[config.mk]
export PLATFORM = sky130hd
export DESIGN_NAME = rational_normalizer_core_flat
export DESIGN_NICKNAME = d
export VERILOG_FILES = /design/src/sv/rn_pkg.sv /design/src/sv/rn_if.sv /design/src/sv/rn_divider.sv /design/src/sv/rn_datapath.sv /design/src/sv/rn_ctrl.sv /design/src/sv/rational_normalizer_core.sv /design/src/flat_wrapper.sv
export SDC_FILE = /design/constraint.sdc
export NUM_CORES = 1
export LEC_CHECK = 0
export BUFFER_PORTS_ARGS = -buffer_cell sky130_fd_sc_hd__buf_4
export CORE_MARGIN = 10
export CORE_UTILIZATION = 65
export CTS_CLUSTER_SIZE = 40
export DETAILED_ROUTE_END_ITERATION = 7
export GPL_TIMING_DRIVEN = 0
export PLACE_DENSITY = 0.85
export SYNTH_ARGS = -nofsm -noshare
export SYNTH_HDL_FRONTEND = slang
export SYNTH_HIERARCHICAL = 1
export SYNTH_SLANG_ARGS = --single-unit
[constraint.sdc]
create_clock -name clk -period 8.3 [get_ports clk]
set_input_delay 0.83 -clock clk [delete_from_list [all_inputs] [get_ports clk]]
set_output_delay 0.83 -clock clk [all_outputs]
set_load 0.02 [all_outputs]
[src/sv/rn_pkg.sv]
// rn_pkg: shared types and constants for the rational normalizer.
// Used by every module and interface of the block; depends on nothing.
`default_nettype none

package rn_pkg;

	localparam int DATA_WIDTH = 32;

	// controller states
	typedef enum logic [2:0] {
		ST_IDLE,
		ST_CHECK,
		ST_GCD,
		ST_EUC,
		ST_DIVN,
		ST_STARTD,
		ST_DIVD,
		ST_WRITE
	} state_t;

	// what the shared divider is working on
	typedef enum logic [1:0] {
		OP_EUCLID,
		OP_NUM,
		OP_DEN
	} div_op_t;

	// controller -> datapath
	typedef struct packed {
		logic    load;       // capture operand magnitudes and sign
		logic    div_start;  // launch a divide
		logic    div_store;  // write back the divider result
		div_op_t div_op;     // which divide is being launched / stored
		logic    out_write;  // load the output register
	} cmd_t;

	// datapath -> controller
	typedef struct packed {
		logic den_zero;
		logic num_zero;
		logic ab_zero;   // one Euclid operand reached zero
		logic div_done;
		logic out_free;  // output register can take a result
	} sts_t;

endpackage

`default_nettype wire

[src/sv/rn_if.sv]
// rn_in_if / rn_out_if: valid/ready channels of the rational normalizer.
// Depends on rn_pkg for the default data width.
`default_nettype none

interface rn_in_if #(
	parameter int W = rn_pkg::DATA_WIDTH
) ();
	logic                valid;
	logic                ready;
	logic signed [W-1:0] num_in;
	logic signed [W-1:0] den_in;

	modport source (output valid, output num_in, output den_in, input ready);
	modport sink (input valid, input num_in, input den_in, output ready);
endinterface

interface rn_out_if #(
	parameter int W = rn_pkg::DATA_WIDTH
) ();
	logic                valid;
	logic                ready;
	logic signed [W-1:0] num_out;
	logic        [W-2:0] den_out;
	logic                div_zero;

	modport source (output valid, output num_out, output den_out, output div_zero,
		input ready);
	modport sink (input valid, input num_out, input den_out, input div_zero,
		output ready);
endinterface

`default_nettype wire

[src/sv/rn_divider.sv]
// rn_divider: unsigned restoring divider, one quotient bit per cycle.
// Pulses done when quotient and remainder are ready. Depends on rn_pkg.
`default_nettype none

module rn_divider #(
	parameter int W = rn_pkg::DATA_WIDTH
) (
	input  wire logic         clk,
	input  wire logic         arst_n,
	input  wire logic         start,
	input  wire logic [W-1:0] dividend,
	input  wire logic [W-1:0] divisor,
	output logic              done,
	output logic      [W-1:0] quotient,
	output logic      [W-1:0] remainder
);
	localparam int CW = $clog2(W + 1);

	logic [W-1:0]  quo_q;
	logic [W-1:0]  rem_q;
	logic [W-1:0]  dsr_q;
	logic [CW-1:0] cnt_q;
	logic          busy_q;
	logic          done_q;

	logic [W:0]   trial;
	logic [W:0]   diff;
	logic         ge;
	logic [W-1:0] rem_nxt;

	always_comb begin
		trial   = {rem_q, quo_q[W-1]};
		diff    = trial - {1'b0, dsr_q};
		ge      = (trial >= {1'b0, dsr_q});
		rem_nxt = ge ? diff[W-1:0] : trial[W-1:0];
	end

	always_ff @(posedge clk or negedge arst_n) begin
		if (!arst_n) begin
			busy_q <= 1'b0;
			done_q <= 1'b0;
			cnt_q  <= '0;
		end else begin
			done_q <= 1'b0;
			if (start) begin
				busy_q <= 1'b1;
				cnt_q  <= CW'(W);
			end else if (busy_q) begin
				cnt_q <= cnt_q - CW'(1);
				if (cnt_q == CW'(1)) begin
					busy_q <= 1'b0;
					done_q <= 1'b1;
				end
			end
		end
	end

	always_ff @(posedge clk) begin
		if (start) begin
			quo_q <= dividend;
			rem_q <= '0;
			dsr_q <= divisor;
		end else if (busy_q) begin
			quo_q <= {quo_q[W-2:0], ge};
			rem_q <= rem_nxt;
		end
	end

	assign done      = done_q;
	assign quotient  = quo_q;
	assign remainder = rem_q;

endmodule

`default_nettype wire

[src/sv/rn_datapath.sv]
// rn_datapath: operand magnitudes, Euclid registers, shared divider and output register.
// Driven by rn_ctrl through rn_pkg::cmd_t; instantiates rn_divider.
`default_nettype none

module rn_datapath #(
	parameter int W = rn_pkg::DATA_WIDTH
) (
	input  wire logic                clk,
	input  wire logic                arst_n,
	input  wire rn_pkg::cmd_t        cmd,
	output rn_pkg::sts_t             sts,
	input  wire logic signed [W-1:0] num_in,
	input  wire logic signed [W-1:0] den_in,
	output logic                     out_valid,
	input  wire logic                out_ready,
	output logic signed      [W-1:0] num_out,
	output logic             [W-2:0] den_out,
	output logic                     div_zero
);
	localparam logic [W-1:0] MAXPOS = {1'b0, {(W-1){1'b1}}};

	logic [W-1:0] nmag_q, dmag_q, a_q, b_q, g_q, rn_q, rd_q;
	logic         neg_q;
	logic         agtb_q;
	logic         out_valid_q;

	logic [W-1:0] nmag, dmag;
	logic [W-1:0] dvd, dvs;
	logic         div_done;
	logic [W-1:0] quo, rem;
	logic [W-1:0] rn_pos, rd_sat;

	assign nmag = num_in[W-1] ? (W'(0) - W'(num_in)) : W'(num_in);
	assign dmag = den_in[W-1] ? (W'(0) - W'(den_in)) : W'(den_in);

	// divider operand select
	always_comb begin
		case (cmd.div_op)
			rn_pkg::OP_EUCLID: begin
				dvd = (a_q > b_q) ? a_q : b_q;
				dvs = (a_q > b_q) ? b_q : a_q;
			end
			rn_pkg::OP_NUM: begin
				dvd = nmag_q;
				dvs = a_q | b_q;   // one side is zero: OR is the gcd
			end
			rn_pkg::OP_DEN: begin
				dvd = dmag_q;
				dvs = g_q;
			end
			default: begin
				dvd = nmag_q;
				dvs = g_q;
			end
		endcase
	end

	rn_divider #(.W(W)) u_div (
		.clk       (clk),
		.arst_n    (arst_n),
		.start     (cmd.div_start),
		.dividend  (dvd),
		.divisor   (dvs),
		.done      (div_done),
		.quotient  (quo),
		.remainder (rem)
	);

	always_ff @(posedge clk) begin
		if (cmd.load) begin
			nmag_q <= nmag;
			dmag_q <= dmag;
			a_q    <= nmag;
			b_q    <= dmag;
			neg_q  <= num_in[W-1] ^ den_in[W-1];
		end
		if (cmd.div_start) begin
			agtb_q <= (a_q > b_q);
			if (cmd.div_op == rn_pkg::OP_NUM)
				g_q <= a_q | b_q;
		end
		if (cmd.div_store) begin
			case (cmd.div_op)
				rn_pkg::OP_EUCLID: begin
					if (agtb_q)
						a_q <= rem;
					else
						b_q <= rem;
				end
				rn_pkg::OP_NUM: rn_q <= quo;
				rn_pkg::OP_DEN: rd_q <= quo;
				default: ;
			endcase
		end
	end

	// saturation of the reduced magnitudes
	assign rn_pos = rn_q[W-1] ? MAXPOS : rn_q;
	assign rd_sat = rd_q[W-1] ? MAXPOS : rd_q;

	always_ff @(posedge clk or negedge arst_n) begin
		if (!arst_n)
			out_valid_q <= 1'b0;
		else if (cmd.out_write)
			out_valid_q <= 1'b1;
		else if (out_ready)
			out_valid_q <= 1'b0;
	end

	always_ff @(posedge clk) begin
		if (cmd.out_write) begin
			if (dmag_q == '0 || nmag_q == '0) begin
				num_out  <= '0;
				den_out  <= (W-1)'(1);
				div_zero <= (dmag_q == '0);
			end else begin
				num_out  <= neg_q ? (W'(0) - rn_q) : rn_pos;
				den_out  <= rd_sat[W-2:0];
				div_zero <= 1'b0;
			end
		end
	end

	assign out_valid = out_valid_q;

	always_comb begin
		sts.den_zero = (dmag_q == '0);
		sts.num_zero = (nmag_q == '0);
		sts.ab_zero  = (a_q == '0) || (b_q == '0);
		sts.div_done = div_done;
		sts.out_free = !out_valid_q || out_ready;
	end

endmodule

`default_nettype wire

[src/sv/rn_ctrl.sv]
// rn_ctrl: sequencer for load, Euclid remainder loop, the two divides and result write.
// Talks to rn_datapath through rn_pkg::cmd_t and rn_pkg::sts_t.
`default_nettype none

module rn_ctrl (
	input  wire logic         clk,
	input  wire logic         arst_n,
	input  wire logic         in_valid,
	output logic              in_ready,
	input  wire rn_pkg::sts_t sts,
	output rn_pkg::cmd_t      cmd
);
	rn_pkg::state_t state_q, state_d;

	always_ff @(posedge clk or negedge arst_n) begin
		if (!arst_n)
			state_q <= rn_pkg::ST_IDLE;
		else
			state_q <= state_d;
	end

	always_comb begin
		state_d        = state_q;
		in_ready       = 1'b0;
		cmd.load       = 1'b0;
		cmd.div_start  = 1'b0;
		cmd.div_store  = 1'b0;
		cmd.div_op     = rn_pkg::OP_EUCLID;
		cmd.out_write  = 1'b0;
		case (state_q)
			rn_pkg::ST_IDLE: begin
				in_ready = 1'b1;
				if (in_valid) begin
					cmd.load = 1'b1;
					state_d  = rn_pkg::ST_CHECK;
				end
			end
			rn_pkg::ST_CHECK: begin
				if (sts.den_zero || sts.num_zero)
					state_d = rn_pkg::ST_WRITE;
				else
					state_d = rn_pkg::ST_GCD;
			end
			rn_pkg::ST_GCD: begin
				cmd.div_start = 1'b1;
				if (sts.ab_zero) begin
					cmd.div_op = rn_pkg::OP_NUM;
					state_d    = rn_pkg::ST_DIVN;
				end else begin
					state_d = rn_pkg::ST_EUC;
				end
			end
			rn_pkg::ST_EUC: begin
				if (sts.div_done) begin
					cmd.div_store = 1'b1;
					state_d       = rn_pkg::ST_GCD;
				end
			end
			rn_pkg::ST_DIVN: begin
				cmd.div_op = rn_pkg::OP_NUM;
				if (sts.div_done) begin
					cmd.div_store = 1'b1;
					state_d       = rn_pkg::ST_STARTD;
				end
			end
			rn_pkg::ST_STARTD: begin
				cmd.div_op    = rn_pkg::OP_DEN;
				cmd.div_start = 1'b1;
				state_d       = rn_pkg::ST_DIVD;
			end
			rn_pkg::ST_DIVD: begin
				cmd.div_op = rn_pkg::OP_DEN;
				if (sts.div_done) begin
					cmd.div_store = 1'b1;
					state_d       = rn_pkg::ST_WRITE;
				end
			end
			rn_pkg::ST_WRITE: begin
				if (sts.out_free) begin
					cmd.out_write = 1'b1;
					state_d       = rn_pkg::ST_IDLE;
				end
			end
			default: state_d = rn_pkg::ST_IDLE;
		endcase
	end

endmodule

`default_nettype wire

[src/sv/rational_normalizer_core.sv]
// rational_normalizer_core: reduces a signed fraction to lowest terms (Euclid gcd).
// Depends on rn_pkg, rn_if, rn_divider, rn_datapath and rn_ctrl.
//
//   channel | dir | payload                          | transaction when
//   --------+-----+----------------------------------+------------------------
//   in_ch   | in  | num_in, den_in (signed)          | in_ch.valid & in_ch.ready
//   out_ch  | out | num_out, den_out, div_zero       | out_ch.valid & out_ch.ready
//
// One transaction is worked on at a time. A zero numerator or denominator
// skips the divides; otherwise the work grows with k, the number of Euclid
// remainder steps, all run on the shared one-bit-per-cycle divider that
// serves both the gcd loop and the two final divides.
// Reset (arst_n low) clears the controller, divider and output valid at once.
// A finished result sits in the output register; a new transaction is taken
// meanwhile, and the controller only stalls when its next result is ready
// while the previous one still has not been taken.
`default_nettype none

module rational_normalizer_core #(
	parameter int DATA_WIDTH = rn_pkg::DATA_WIDTH
) (
	input wire logic   clk,
	input wire logic   arst_n,
	rn_in_if.sink      in_ch,
	rn_out_if.source   out_ch
);
	rn_pkg::cmd_t cmd;
	rn_pkg::sts_t sts;

	// sequencer: owns the input handshake and the order of divides
	rn_ctrl u_ctrl (
		.clk      (clk),
		.arst_n   (arst_n),
		.in_valid (in_ch.valid),
		.in_ready (in_ch.ready),
		.sts      (sts),
		.cmd      (cmd)
	);

	// datapath: magnitudes, gcd registers, divider, saturation, output register
	rn_datapath #(.W(DATA_WIDTH)) u_dp (
		.clk       (clk),
		.arst_n    (arst_n),
		.cmd       (cmd),
		.sts       (sts),
		.num_in    (in_ch.num_in),
		.den_in    (in_ch.den_in),
		.out_valid (out_ch.valid),
		.out_ready (out_ch.ready),
		.num_out   (out_ch.num_out),
		.den_out   (out_ch.den_out),
		.div_zero  (out_ch.div_zero)
	);

`ifndef SYNTH
	// only one transaction in flight: input closes right after acceptance
	a_one_in_flight: assert property (@(posedge clk) disable iff (!arst_n)
		(in_ch.valid && in_ch.ready) |=> !in_ch.ready)
		else $error("input accepted while a transaction was in flight");

	// a zero denominator always reports 0/1
	a_div_zero_result: assert property (@(posedge clk) disable iff (!arst_n)
		(out_ch.valid && out_ch.div_zero) |->
		(out_ch.num_out == '0 && out_ch.den_out == (DATA_WIDTH-1)'(1)))
		else $error("div_zero result is not 0/1");

	// reduced denominator is never zero
	a_den_nonzero: assert property (@(posedge clk) disable iff (!arst_n)
		out_ch.valid |-> (out_ch.den_out != '0))
		else $error("zero denominator on output");
`endif

endmodule

`default_nettype wire
[src/flat_wrapper.sv]
// flat-port wrapper written by rule: the top's interface ports become plain ports
module rational_normalizer_core_flat 
#(
	parameter int DATA_WIDTH = rn_pkg::DATA_WIDTH
)
  (clk, arst_n, in_ch_valid, in_ch_num_in, in_ch_den_in, in_ch_ready, out_ch_valid, out_ch_num_out, out_ch_den_out, out_ch_div_zero, out_ch_ready);
  rn_in_if in_ch_i ();
  rn_out_if out_ch_i ();
  input wire logic clk;
  input wire logic arst_n;
  input wire logic [$bits(in_ch_i.valid)-1:0] in_ch_valid;
  input wire logic [$bits(in_ch_i.num_in)-1:0] in_ch_num_in;
  input wire logic [$bits(in_ch_i.den_in)-1:0] in_ch_den_in;
  output wire logic [$bits(in_ch_i.ready)-1:0] in_ch_ready;
  output wire logic [$bits(out_ch_i.valid)-1:0] out_ch_valid;
  output wire logic [$bits(out_ch_i.num_out)-1:0] out_ch_num_out;
  output wire logic [$bits(out_ch_i.den_out)-1:0] out_ch_den_out;
  output wire logic [$bits(out_ch_i.div_zero)-1:0] out_ch_div_zero;
  input wire logic [$bits(out_ch_i.ready)-1:0] out_ch_ready;
  assign in_ch_i.valid = in_ch_valid;
  assign in_ch_i.num_in = in_ch_num_in;
  assign in_ch_i.den_in = in_ch_den_in;
  assign in_ch_ready = in_ch_i.ready;
  assign out_ch_valid = out_ch_i.valid;
  assign out_ch_num_out = out_ch_i.num_out;
  assign out_ch_den_out = out_ch_i.den_out;
  assign out_ch_div_zero = out_ch_i.div_zero;
  assign out_ch_i.ready = out_ch_ready;
  rational_normalizer_core #(.DATA_WIDTH(DATA_WIDTH)) u_core (.clk(clk), .arst_n(arst_n), .in_ch(in_ch_i), .out_ch(out_ch_i));
endmodule
After elaboration in Yosys (flattened, before gate mapping)
Index checks and enable logic that the tools add are counted.

storage, ports and cells
  input bits = 68
  output and inout bits = 66
  flip-flop bits (word level) = 398

cells by class
  $add $sub $neg = 5
  bitwise operators = 2
  $lt $le $gt $ge = 2
  reductions and logical operators = 20
  mux-type cells = 48
  equality and inequality tests = 15

operators with widths
  cell                                                                 number
  32-bit two-way mux                                                   16
  32-bit zero test                                                     4
  32-bit case mux with 2 select lines                                  2
  1-bit by 32-bit subtractor with 32-bit output, first input constant  3
  31-bit two-way mux                                                   2
  33-bit by 32-bit >= comparator with 1-bit output                     1
  32-bit greater-than comparator                                       1
  32-bit bitwise OR                                                    1
  32-bit subtractor                                                    1
  3-bit case mux with 8 select lines                                   1
  3-bit two-way mux                                                    7
  1-bit two-way mux                                                    17
  3-bit == test, second input constant                                 4
  6-bit two-way mux                                                    2
  2-bit != test, second input constant                                 4
  3-bit by 2-bit == test with 1-bit output, second input constant      2
  6-bit by 1-bit == test with 1-bit output, second input constant      1
  2-bit case mux with 3 select lines                                   1
  2-bit AND reduction                                                  3
  2-bit OR reduction                                                   3
  6-bit by 1-bit subtractor with 6-bit output, second input constant   1
  5-bit AND reduction                                                  1
  2-bit nonzero test                                                   2
  3-bit by 1-bit == test with 1-bit output, second input constant      1
  9 further kinds                                                      11

Logic depth before layout (Yosys ltp)
  depth in word-level cells = 7
  gate-level depth with buffers = 13
  mapped depth without buffers = 12

Hierarchy
The synthesis kept the hierarchy.

modules (own cells, without submodules)
  module       cells an instance  area an instance (um^2)  seq. area each (um^2)  times used
  rn_datapath  1507               15557.4                  8092.8                 1
  rn_divider   624                6193.4                   2762.6                 1
  rn_ctrl      36                 296.5                    75.1                   1

Least setup slack after synthesis
OpenSTA, ideal clock, no wires.

  path type = input port to flip-flop
  from = input out_ch_ready
  to = register u_core.u_dp.den_out[0], enable pin
  setup time = 0.489 ns
  arrival time = 3.794 ns
  cell stages on the path = 3
  path slack = 4.017 ns
  path buffers = 0
  path through = nand2b_1 nand2_1 nor2_1

RTL lines
  item                  RTL line            text
  from (decl)           flat_wrapper.sv:19  input wire logic [$bits(out_ch_i.ready)-1:0] out_ch_ready;
  to (signal assigned)  rn_datapath.sv:114  den_out <= (W-1)'(1);
  to (signal assigned)  rn_datapath.sv:118  den_out <= rd_sat[W-2:0];
  to (decl)             rn_datapath.sv:17   output logic [W-2:0] den_out,

Final worst setup path
  from = register u_core.u_dp.a_q[30]
  to = register u_core.u_dp.u_div.quo_q[22], in the netlist u_core/u_dp/u_div/quotient[22], data pin

between the ends
  longest elaborated chain between the ends = 7

ends and longest elaborated chain
  item                                                                    RTL line           text
  from (decl)                                                             rn_datapath.sv:22  logic [W-1:0] nmag_q, dmag_q, a_q, b_q, g_q, rn_q, rd_q;
  from (signal assigned)                                                  rn_datapath.sv:73  a_q <= nmag;
  from (signal assigned)                                                  rn_datapath.sv:86  a_q <= rem;
  branches (longest 5 deep; another with 32-bit greater-than comparator)  n/a
  32-bit case mux with 2 select lines (*)                                 rn_datapath.sv:38  case (cmd.div_op)
  via u_core.u_dp.dvd[22]                                                 rn_datapath.sv:28  logic [W-1:0] dvd, dvs;
  32-bit two-way mux (*)                                                  rn_divider.sv:59   if (start) begin
  to (signal assigned)                                                    rn_divider.sv:60   quo_q <= dividend;
  to (signal assigned)                                                    rn_divider.sv:64   quo_q <= {quo_q[W-2:0], ge};
  to (decl)                                                               rn_divider.sv:19   logic [W-1:0] quo_q;

Mark *: on every way through the listed nets, which the timed path passes.
A chain may end at the register's enable or synchronous reset.

==> impl_metrics.py <==
metrics = {
    "finish": {
        "drive_above_1_share_pct": 12.66,
        "area_growth_pct": 13.61,
        "antenna_cells": 0,
        "layout.nets": 2516,
    },
    "die": {
        "initial_core_util_pct": 65.75,
        "io_pins": 134,
        "die_area_um2": 41690,
        "die_h_um": 204.2,
        "fp.coreArea_um2": 33530,
        "num_rows": 67,
        "die_x_um": 204.2,
    },
    "worst_setup_path": {
        "start_kind": "flop",
        "crit_slowest_cell": "nor4_2",
        "critPathRequiredTime_ns": 8.61,
        "critPathMaxStageDelay_ns": 0.81,
        "critPathArrivalTime_ns": 5.01,
        "crit_fanout": 10,
        "cp-startpoint": "u_core/u_dp/a_q[30]$_DFF_P_",
        "regToRegSetupSlack_ns": 3.60,
        "r2r-start": "u_core/u_dp/a_q[30]$_DFF_P_",
        "endpoint": "u_core/u_dp/u_div/quotient[22]$_DFFE_PP_",
        "worst-setup-path-type": "reg2reg",
        "crit_path_end_kind": "flop",
        "reg2reg_to": "u_core/u_dp/u_div/quotient[22]$_DFFE_PP_",
        "reg2reg_depth": 12,
        "cp_cell_sequence": "inv_1 -> ha_1 -> nor4_2 -> nand4_1 -> nor3_2 -> nor2_1 -> a2bb2oi_2 -> inv_2 -> buf_2 -> mux2i_1 -> a21oi_1 -> mux2_2",
    },
    "grt": {
        "grtUsageTotal_pct": 37.85,
        "grt_overflow_total": 0,
        "grt_pass1_wl_um": 117600,
        "grt_pass1_vias": 18520,
        "grt_antenna_before_repair": 0,
        "grt_max_degree": 67,
    },
    "yosys": {
        "ys_ff_latch": 398,
        "synth_top_cell_by_area": "edfxtp_1",
        "syn_inst": 2167,
        "synth-edff-count": 290,
        "synthesis.area_um2": 22050,
        "async_flop_share_pct": 3.015,
        "syn_avg_cell_area_um2": 10.17,
        "synth_top_area_share_pct": 39.50,
        "synth_cell_type_count": 88,
        "ys_seq_area_share_pct": 49.58,
        "synth_area_leaders": "edfxtp_1 (39%), dfxtp_1 (8.7%), ha_1 (5.7%), mux2i_1 (4.8%), nand2_1 (3.8%)",
        "yosys_warnings": 6,
        "syn_nets": 2337,
        "ys.flop_type": "edfxtp_1",
    },
    "clock_network": {
        "cts_sinks": 398,
        "cts_made_buffers": 41,
        "cts_setup_buffers": 0,
        "clk_pin_slew_ns": 0.07,
        "cts_resized": 0,
        "cts_tree": "done",
        "cts_buffer_depth": 3,
        "cts_root_buf": "clkbuf_16",
        "clk_latency_ns": 0.57,
        "h-tree-depth": 2,
        "hold_buffers": 0,
    },
    "sta": {
        "relSlewSlack_pct": 35.28,
        "hold_ws_ns": 0.09059,
        "setup_viol": 0,
        "fin_skew_ns": 0.01634,
        "min_period_ns": 4.701,
        "max_slew.worst_pin.slew_ns": 0.9634,
        "fin_tns_setup_ns": 0,
        "hold_viol_final": 0,
        "period_share_pct": 56.64,
        "max_freq_mhz": 212.7,
        "layout_setup_ws_ns": 3.599,
        "maxSlewViolCount": 0,
        "rsz0062_at_grt": "no",
    },
    "drt": {
        "drc": 0,
        "vias": 19580,
        "drt_first_pass_iters": 6,
        "post_drt_wl_per_cell_um": 28.76,
        "detail-route-antenna-nets": 0,
        "drt_iter0_drc": 2883,
        "vias_per_cell": 6.927,
        "wl_um": 81270,
    },
    "power_and_ir_drop": {
        "total_power_mw": 4.098,
        "p_per_area_nw_per_um2": 163.6,
        "peakVddDrop_mv": 0.1302,
        "leakage_nw": 9.168,
    },
    "placement": {
        "dpl.hpwl_um": 61780,
        "gp_congestion": 1.102,
        "pre_cts_ws_ns": 3.819,
        "io_buffers": 133,
    },
    "run": {
        "max_cap_viol_count": 0,
    },
    "status": {
        "status": "complete, no violations",
    },
    "min_path": {
        "worstHoldPathType": "in2async",
    },
}
## area by class of cell
type,instances,area [µm²]
Multi-Input combinational cell,1485,10010
Buffer,114,495.5
Clock buffer,55,1150
Tap cell,448,560.5
Inverter,170,638.1
Clock inverter,20,197.7
Fill cell,2275,8483
Sequential cell,398,10930
Timing Repair Buffer,136,1066
## metal layers
metal	vias up	global-route usage, %	wire length, µm
li1	8335	-	-
met1	9281	47.30	28570
met2	1609	57.30	35410
met3	351	11.35	11510
met4	0	22.40	5780
met5	-	0	0
## cell families (layout without fill, tap and decap cells)
kind of cell / count (synthesis) / in the layout / share of synthesized area [%]
compound gates: 505 / 505 / 15.47
fa+ha+maj: 102 / 102 / 5.823
xor+xnor: 85 / 85 / 3.377
flops: 398 / 398 / 49.58
mux: 138 / 138 / 6.470
buf+inv: 284 / 495 / 5.142
simple gates: 655 / 655 / 14.14
## critical path, delay by kind of cell, from the launching register on
family                   cells  cell delay, ns
flip-flops                   1            0.46
buffers and inverters        3            0.71
multiplexers                 2            0.74
adder cells (fa/ha/maj)      1            0.36
AND/OR/NAND/NOR              4            1.45
AO/OA/AOI/OAI                2            0.69
## cell usage in the layout (no fill, tap or decap), types with 32 or more instances in the layout
| cell | count |
|---|---|
| xnor2_1 | 70 |
| nand4_1 | 38 |
| o211ai_1 | 53 |
| mux2_2 | 32 |
| nand2_1 | 222 |
| mux2i_1 | 104 |
| inv_1 | 166 |
| nor2_1 | 189 |
| buf_4 | 137 |
| ha_1 | 101 |
| dfxtp_1 | 96 |
| clkbuf_1 | 92 |
| edfxtp_1 | 290 |
| a21oi_1 | 103 |
| clkbuf_16 | 42 |
| o21ai_0 | 119 |
| nor4_1 | 51 |
## worst min path at each step
stage	slack (ns)	start	end	cells past startpoint
5_1_grt	0.09	arst_n	u_core/u_ctrl/state_q[1]$_DFFE_PN0P_	1
4_1_cts	0.09	arst_n	u_core/u_dp/u_div/cnt_q[3]$_DFFE_PN0P_	1
6_report	0.09	arst_n	u_core/u_dp/u_div/cnt_q[3]$_DFFE_PN0P_	1
3_5_place_dp	0.46	u_core/u_dp/u_div/quotient[7]$_DFFE_PP_	u_core/u_dp/rn_q[7]$_DFFE_PP_	0
2_1_floorplan	0.44	u_core/u_dp/u_div/quotient[0]$_DFFE_PP_	u_core/u_dp/rd_q[0]$_DFFE_PP_	0
3_3_place_gp	0.46	u_core/u_dp/u_div/quotient[7]$_DFFE_PP_	u_core/u_dp/rn_q[7]$_DFFE_PP_	0
## cells in the mapped netlist (51+ instances only)
cell      number
clkbuf_1      84
inv_1        166
o21ai_0      119
o211ai_1      53
xnor2_1       70
nand2_1      223
nor2_1       190
edfxtp_1     290
ha_1         101
dfxtp_1       96
nor4_1        51
mux2i_1      105
a21oi_1      103
## stage by stage
stage          cells  utilization (%)  instance area (µm²)
2_1_floorplan   2167                -                22050
3_3_place_gp    2748            70.40                23610
3_5_place_dp    2751            70.67                23700
4_1_cts         2826            74.69                25050
5_1_grt         2826            74.70                25050
6_report        2826            74.70                25050
## where the power goes
part           total, mW  switching (mW)  internal (mW)  leakage, nW
sequential          2.12               0           2.12         3.15
combinational      0.140          0.0916         0.0484         5.37
clock               1.84           0.818           1.02        0.652
(Power assumes the default switching activity.)
